[config.mk]
export PLATFORM = sky130hd
export DESIGN_NAME = cfa_seq
export DESIGN_NICKNAME = d
export VERILOG_FILES = /design/src/rtl/core/cfa_pkg.sv /design/src/rtl/core/cfa_seq.sv
export SDC_FILE = /design/constraint.sdc
export NUM_CORES = 1
export LEC_CHECK = 0
export ABC_AREA = 1
export BUFFER_PORTS_ARGS = -buffer_cell sky130_fd_sc_hd__buf_2
export CAP_MARGIN = 20
export CORE_MARGIN = 5
export CORE_UTILIZATION = 48
export DETAILED_ROUTE_END_ITERATION = 12
export PLACE_DENSITY_LB_ADDON = 0.2
export SLEW_MARGIN = 20
export SYNTH_ARGS = -nofsm -noshare
export SYNTH_HDL_FRONTEND = slang
export SYNTH_SLANG_ARGS = --single-unit
export TNS_END_PERCENT = 1
[constraint.sdc]
create_clock -name clk_i -period 1.8 [get_ports clk_i]
set_clock_uncertainty 0.05 [all_clocks]
set_input_delay 0.36 -clock clk_i [delete_from_list [all_inputs] [get_ports clk_i]]
set_output_delay 0.36 -clock clk_i [all_outputs]
set_load 0.01 [all_outputs]
[src/rtl/core/cfa_pkg.sv]
package cfa_pkg;

  localparam int OP_BITS = 2;

  typedef enum logic [OP_BITS-1:0] {
    OP_ADD = 2'd0,
    OP_SUB = 2'd1,
    OP_MUL = 2'd2,
    OP_DIV = 2'd3
  } op_e;

  typedef enum logic [1:0] {
    STS_OK  = 2'd0,
    STS_OVF = 2'd1,
    STS_DZ  = 2'd2
  } status_e;

  // Products issued to the shared multiplier, in issue order.
  typedef enum logic [2:0] {
    PR_AR_BR = 3'd0,
    PR_AI_BI = 3'd1,
    PR_AR_BI = 3'd2,
    PR_AI_BR = 3'd3,
    PR_BR_BR = 3'd4,
    PR_BI_BI = 3'd5
  } prod_e;

  typedef enum logic [3:0] {
    S_IDLE,
    S_ADD,
    S_MUL,
    S_DRAIN,
    S_MUL_FIN,
    S_DEN_CHK,
    S_DIV_RE,
    S_DIV_IM,
    S_EMIT
  } state_e;

  typedef struct packed {
    logic  accept;
    logic  load;
    logic  addsub;
    logic  mul_go;
    prod_e mul_sel;
    logic  mul_fin;
    logic  div_zero;
    logic  div_start;
    logic  div_start_im;
    logic  div_write;
    logic  div_write_im;
    logic  emit;
  } dp_cmd_t;

  typedef struct packed {
    logic den_zero;
    logic div_done;
    logic out_full;
  } dp_sts_t;

endpackage

[src/rtl/core/cfa_seq.sv]
module cfa_seq (
  input  logic             clk_i,
  input  logic             rst_ni,
  input  cfa_pkg::op_e     op_i,
  input  logic             in_valid_i,
  input  logic             in_first_i,
  input  logic             in_last_i,
  output logic             in_ready_o,
  input  cfa_pkg::dp_sts_t sts_i,
  output cfa_pkg::dp_cmd_t cmd_o
);
  import cfa_pkg::*;

  state_e state_q, state_d;
  prod_e  step_q, step_d;
  logic   last_q, last_d;

  always_ff @(posedge clk_i or negedge rst_ni) begin
    if (!rst_ni) begin
      state_q <= S_IDLE;
      step_q  <= PR_AR_BR;
      last_q  <= 1'b0;
    end else begin
      state_q <= state_d;
      step_q  <= step_d;
      last_q  <= last_d;
    end
  end

  always_comb begin
    state_d    = state_q;
    step_d     = step_q;
    last_d     = last_q;
    in_ready_o = 1'b0;
    cmd_o      = '0;
    unique case (state_q)
      S_IDLE: begin
        in_ready_o = 1'b1;
        if (in_valid_i) begin
          cmd_o.accept = 1'b1;
          last_d       = in_last_i;
          if (in_first_i) begin
            cmd_o.load = 1'b1;
            state_d    = in_last_i ? S_EMIT : S_IDLE;
          end else if (op_i == OP_ADD || op_i == OP_SUB) begin
            state_d = S_ADD;
          end else begin
            state_d = S_MUL;
            step_d  = PR_AR_BR;
          end
        end
      end
      S_ADD: begin
        cmd_o.addsub = 1'b1;
        state_d      = last_q ? S_EMIT : S_IDLE;
      end
      S_MUL: begin
        cmd_o.mul_go  = 1'b1;
        cmd_o.mul_sel = step_q;
        if ((op_i == OP_MUL && step_q == PR_AI_BR) || step_q == PR_BI_BI) begin
          state_d = S_DRAIN;
        end else begin
          step_d = prod_e'(step_q + 3'd1);
        end
      end
      S_DRAIN: begin
        state_d = (op_i == OP_MUL) ? S_MUL_FIN : S_DEN_CHK;
      end
      S_MUL_FIN: begin
        cmd_o.mul_fin = 1'b1;
        state_d       = last_q ? S_EMIT : S_IDLE;
      end
      S_DEN_CHK: begin
        if (sts_i.den_zero) begin
          cmd_o.div_zero = 1'b1;
          state_d        = last_q ? S_EMIT : S_IDLE;
        end else begin
          cmd_o.div_start = 1'b1;
          state_d         = S_DIV_RE;
        end
      end
      S_DIV_RE: begin
        if (sts_i.div_done) begin
          cmd_o.div_write    = 1'b1;
          cmd_o.div_start    = 1'b1;
          cmd_o.div_start_im = 1'b1;
          state_d            = S_DIV_IM;
        end
      end
      S_DIV_IM: begin
        if (sts_i.div_done) begin
          cmd_o.div_write    = 1'b1;
          cmd_o.div_write_im = 1'b1;
          state_d            = last_q ? S_EMIT : S_IDLE;
        end
      end
      S_EMIT: begin
        if (!sts_i.out_full) begin
          cmd_o.emit = 1'b1;
          state_d    = S_IDLE;
        end
      end
      default: begin
        state_d = S_IDLE;
      end
    endcase
  end

endmodule

==> results of run 1 <==
[cell usage after synthesis (2+ instances only)]
cell      n  share of area (%)
dfrtp_1   8                 28
ha_1      3                5.3
inv_1    13                6.9
inv_2     4                2.1
nand2_1  36                 19
nand3_1   6                4.3
nand4_1   3                2.7
nor2_1    9                4.8
nor2_2    3                2.7
nor2_4    4                6.4
nor3_1    2                1.4
nor4_1    3                2.7
o21ai_0   3                2.1
[state kept, by name (all words and copies together) (netlist names)]
signal	count
state_q	4
step_q	3
last_q	1
[stage by stage]
step           hold slack, ps  total power, W  instances  worst slack (ps)
2_1_floorplan            14.4        0.000949        105               388
3_3_place_gp              165         0.00111        143               280
3_5_place_dp              164         0.00114        143               215
4_1_cts                   294         0.00128        147              27.5
5_1_grt                   310         0.00149        150              3.65
6_report                  294         0.00136        150              67.2
[area by class of cell]
type | count | area share [%]
Multi-Input combinational cell | 78 | 48.3
Clock buffer | 3 | 2.49
Tap cell | 15 | 2.07
Timing Repair Buffer | 28 | 16.9
Inverter | 18 | 7.75
Sequential cell | 8 | 22.5
[how the worst max path moves through the flow]
stage                    start  endpoint  slack [ps]
global placement    state_q[1]  cmd_o[4]         280
detailed placement  state_q[1]  cmd_o[4]         220
CTS                 state_q[1]  cmd_o[4]          30
finish              state_q[1]  cmd_o[4]          70
floorplan           state_q[0]  cmd_o[1]         390
global route        state_q[1]  cmd_o[4]           4
[power breakdown]
group | total (W) | internal [W] | switching, W | leakage [nW]
Clock | 0.000134 | 0.0000761 | 0.0000582 | 0.0138
Sequential | 0.000367 | 0.000257 | 0.000110 | 0.100
Combinational | 0.000857 | 0.000331 | 0.000526 | 0.435
Total | 0.00136 | 0.000664 | 0.000694 | 0.549
[worst min-delay path, delay by kind of cell]
| family | cells | cell delay, ps |
|---|---|---|
| and+or+nand+nor | 2 | 100 |
| buffers and inverters | 1 | 90 |
[logic make-up after synthesis]
| kind of cell | after synthesis | share of synthesized area [%] |
|---|---|---|
| AO/OA/AOI/OAI | 5 | 4.08 |
| adder cells (fa/ha/maj) | 3 | 5.32 |
| buffers and inverters | 19 | 11.5 |
| flip-flops | 8 | 28.4 |
| AND/OR/NAND/NOR | 70 | 50.7 |
[layer usage]
layer  global-route usage (%)  vias up
met4                     4.15        0
met5                        0        -
met3                     5.50        4
met1                     14.8      322
li1                         -      389
met2                     25.2       19
[timing repair]
action                     in CTS  in global routing
resized for setup               1                  5
hold endpoints to repair        8                  0
pin swaps                       0                  1
hold buffers                    1                  0
setup buffers                   0                  3
setup endpoints to repair       1                  4
==> results.md, run 1 <==
* Hold Path Origin: in_last_i
* Worst-path clk slew at 60 ps
* Area of the core at roughly 1400 um^2
* Vias per cell at between 4 and 5
* CP Cell Sequence: inv_4 > nor2_4 > nand2_2 > o21ai_0 > buf_2
* Met2 WL at roughly 900 um
* Post-Route WL at 1680 um
* Clock buffer depth at 2
* Routed length on met3 at 97 um
* Hold Fails Final Rpt at 0
* I/O pin cnt at 25
* Synth Flop Type: dfrtp_1
* Final Cycle Share at 96.3%
* Die Footprint at 2340 um^2
* Initial Utilization at 52.3%
* CTS sink count at 8
* Peak supply drop at about 0.74 mV
* CTS buffer count at 3
* Crit path time final at 1730 ps
* GR Util All Layers at between 10 and 15%
* Yosys cell types at 21
* Max transition margin at 85.4%
* DR pass1 iterations at 4
* TNS Setup at 0 ps
* Worst R2R Start: step_q[0]
* Top layer in use: met4
* N_diodes at 0
* Core Util, Final at 67.0%
* Worst slew pin tran at 217 ps
* Routed WL per cell at 11.2 um
* Layout cell share with drive strength beyond 1 at 37.8%
* Max-Cap Viols at 0
* Worst Path Class, Setup: reg2out
* DR vias at 734
* Flop2flop setup slack at 290 ps
* Most common cell after layout, fill and taps aside: nand2_1
* Post-synthesis average cell area at approximately 6.7 um^2
* Stages on worst setup path at 5
* Multi-input gate area at 437 um^2
* Largest net degree at the start of global routing at 9
* R2R cell count at 8
* Highest-delay cell along the critical path: dfrtp_2
* Worst skew pair latency at 250 ps
* Crit. End Element: primary output
* Yosys reg bits at 8
* Row Count at 13
* Seq/Total Area, Yosys at between 20% and 30%
* Sequential cell area at 204 um^2
* CP arrival at 1320 ps
* Status: finished, final reports clean
* Residual DRC at 0
* Largest fanout on the critical path at 6
* End of the worst hold path: last_q
* PwrDens at 1500 nW/um^2
* Async set-reset flop share out of synthesis at 100%
* Filler instances at around 120
* Fmax at 577 MHz
* DP HPWL at 1370 um
* Layout area overhead at 28.2%
* Post-synth EDFFs at 0
* Worst stage delay on the critical path at 480 ps
* Fin. max-slew vios at 0
* Initial antenna violation count at 0
* DP Area at 833 um^2
* R2r endpoint: state_q[3]
* Height of the die at 48.3 um
* Via count of the first global-routing pass at between 600 and 700
* Ys Warns at 0
* Routed Antenna Nets at 0
* Clock root cell: clkbuf_4
* Syn_nets at between 100 and 150
* Chip Width at between 40 and 50 um
* Global route total overflow at 0
* Design Area, Final at between 900 and 1000 um^2
* I/O Buffers at 24
* Post-Syn Instances at 105
* WP buf/inv at 2
* HP Class: in2reg
* Initial DRC count at 8
* RSZ-0062 raised after global routing: false
* Netlist Area Pre-Place at 706 um^2
* Hold path depth at 3
* Nets at 150
* Wl on met1 at between 600 and 700 um
* Gpl congestion at 0.773
* H-Tree Depth at 1
* Startpoint Class: flip-flop
* CP delay by family, top: flip-flops
* Clock tree from TritonCTS: yes
* Commonest non-fill, non-tap cells in the layout: nand2_1 (35), buf_2 (24), inv_1 (13), nor2_1 (9), nand3_1 (6)
* First-pass GRT wire length at 2730 um
* Required @ worst endpoint at about 1400 ps
* Leak Pwr at 0.549 nW
* Setup violations, final at 0
No activity file was read; power rests on OpenSTA's default activity.
==> run 2: changes to the inputs <==
--- a/config.mk
+++ b/config.mk
@@ -11,6 +11,7 @@
 export CORE_MARGIN = 5
 export CORE_UTILIZATION = 48
 export DETAILED_ROUTE_END_ITERATION = 12
+export MAX_ROUTING_LAYER = met4
 export PLACE_DENSITY_LB_ADDON = 0.2
 export SLEW_MARGIN = 20
 export SYNTH_ARGS = -nofsm -noshare
==> results.md, run 2 (synthesized netlist as in run 1, its figures left out) <==
* Status: finished, final reports clean
* Clock root cell: clkbuf_4
* Peak supply drop at 0.736 mV
* GR Util All Layers at 14.4%
* First-pass GRT wire length at 2730 um
* Largest reg by FF count: state_q
* Routed WL per cell at ~11 um
* I/O Buffers at 24
* Initial antenna violation count at 0
* Layout area overhead at 28.2%
* Worst slew pin tran at around 220 ps
* Layout cell share with drive strength beyond 1 at 37.8%
* CP arrival at 1320 ps
* CTS sink count at 8
* Hold path depth at 3
* Max transition margin at between 80% and 90%
* Area of the core at 1350 um^2
* Worst skew pair latency at roughly 250 ps
* RSZ-0062 raised after global routing: false
* Via count of the first global-routing pass at 658
* Met2 WL at 895 um
* Sequential cell area at ~200 um^2
* Routed Antenna Nets at 0
* Startpoint Class: flip-flop
* R2R cell count at 8
* Top layer in use: met4
* Nets at 150
* N_diodes at 0
* Crit path time final at approximately 1700 ps
* Fmax at 577 MHz
* End of the worst hold path: last_q
* CP delay by family, top: flip-flops
* Global route total overflow at 0
* Core Util, Final at 67.0%
* HP Class: in2reg
* Worst Path Class, Setup: reg2out
* Post-Route WL at about 1700 um
* Flop2flop setup slack at 290 ps
* Hold Fails Final Rpt at 0
* Setup violations, final at 0
* Leak Pwr at 0.549 nW
* WP buf/inv at 2
* Most common cell after layout, fill and taps aside: nand2_1
* Multi-input gate area at 437 um^2
* Vias per cell at 4.89
* Row Count at 13
* Worst stage delay on the critical path at 480 ps
* Largest net degree at the start of global routing at 9
* CTS buffer count at 3
* Initial DRC count at 8
* Clock tree from TritonCTS: yes
* I/O pin cnt at 25
* Wl on met1 at 660 um
* Max reg flops at 4
* TNS Setup at 0 ps
* Required @ worst endpoint at about 1400 ps
* Chip Width at 48.3 um
* Clock buffer depth at 2
* Largest fanout on the critical path at 6
* Crit. End Element: primary output
* Final Cycle Share at 96.3%
* Height of the die at roughly 48 um
* Fin. max-slew vios at 0
* Worst Setup Slack, final at between 60 and 70 ps
* Placed cells at 143
* Highest-delay cell along the critical path: dfrtp_2
* Commonest non-fill, non-tap cells in the layout: nand2_1 (35), buf_2 (24), inv_1 (13), nor2_1 (9), nand3_1 (6)
* Worst-path clk slew at roughly 60 ps
* Die Footprint at 2340 um^2
* Gpl congestion at 0.784
* DR pass1 iterations at 4
* Worst R2R Start: step_q[0]
* H-Tree Depth at 1
* DR vias at 734
* Hold Path Origin: in_last_i
* CP Cell Sequence: inv_4 > nor2_4 > nand2_2 > o21ai_0 > buf_2
* Initial Utilization at 52.3%
* R2r endpoint: state_q[3]
* Residual DRC at 0
* Filler instances at 122
* Routed length on met3 at 97 um
* Largest regs: state_q x4, step_q x3, last_q x1
* PwrDens at 1500 nW/um^2
* DP HPWL at 1370 um
* Non-Filler Instances at 150
* Max-Cap Viols at 0
* Place WS at about 220 ps
## run 2: cell counts in the layout (fill, tap and decap cells not counted)
Identical to the previous run, type by type.
## run 2: how the worst max path moves through the flow
stage	start	to	slack [ps]	cells after the start
after floorplan	state_q[0]	cmd_o[1]	390	2
after global placement	state_q[1]	cmd_o[4]	280	5
after detailed placement	state_q[1]	cmd_o[4]	220	5
after CTS	state_q[1]	cmd_o[4]	30	5
after global routing	state_q[1]	cmd_o[4]	4	5
final	state_q[1]	cmd_o[4]	70	5
## run 2: through the flow
stage	area, um^2	hold slack, ps	total power (W)
after global placement	833	165	0.00111
after CTS	867	294	0.00128
after floorplan	706	14.4	0.000949
after global routing	905	310	0.00149
final	905	294	0.00136
after detailed placement	833	164	0.00114
## run 2: worst reg2reg max path, cell delays in order, from the launching register on
cell and delay [ps]:
dfrtp_1 420, ha_1 220, ha_1 170, nand3_1 80
nand2_1 120, nor2_8 170, nor2_4 70, nand2_1 60
nand2_1 40
## run 2: final cells by class
| type | count | area share (%) |
|---|---|---|
| well taps | 15 | 2.07 |
| multi-input cells | 78 | 48.3 |
| repair buffers | 28 | 16.9 |
| inverters | 18 | 7.75 |
| clock buffers | 3 | 2.49 |
| flip-flops and latches | 8 | 22.5 |
## run 2: where the power goes
part           switching [W]  total (W)  internal (W)
Clock              0.0000583   0.000134     0.0000761
Sequential          0.000110   0.000367      0.000257
Combinational       0.000526   0.000858      0.000331
## run 2: timing repair
action	4_1_cts	5_1_grt
pin swaps	0	1
buffers inserted	0	3
cloned	0	0
endpoints found under the hold margin	8	0
endpoints found under the setup margin	1	4
hold buffers	1	0
resized for setup	1	5
## run 2: per-layer routing
metal,vias to the layer above,track usage (%)
li1,389,-
met1,322,14.8
met2,19,25.2
met3,4,5.50
met4,0,4.15
met5,-,-
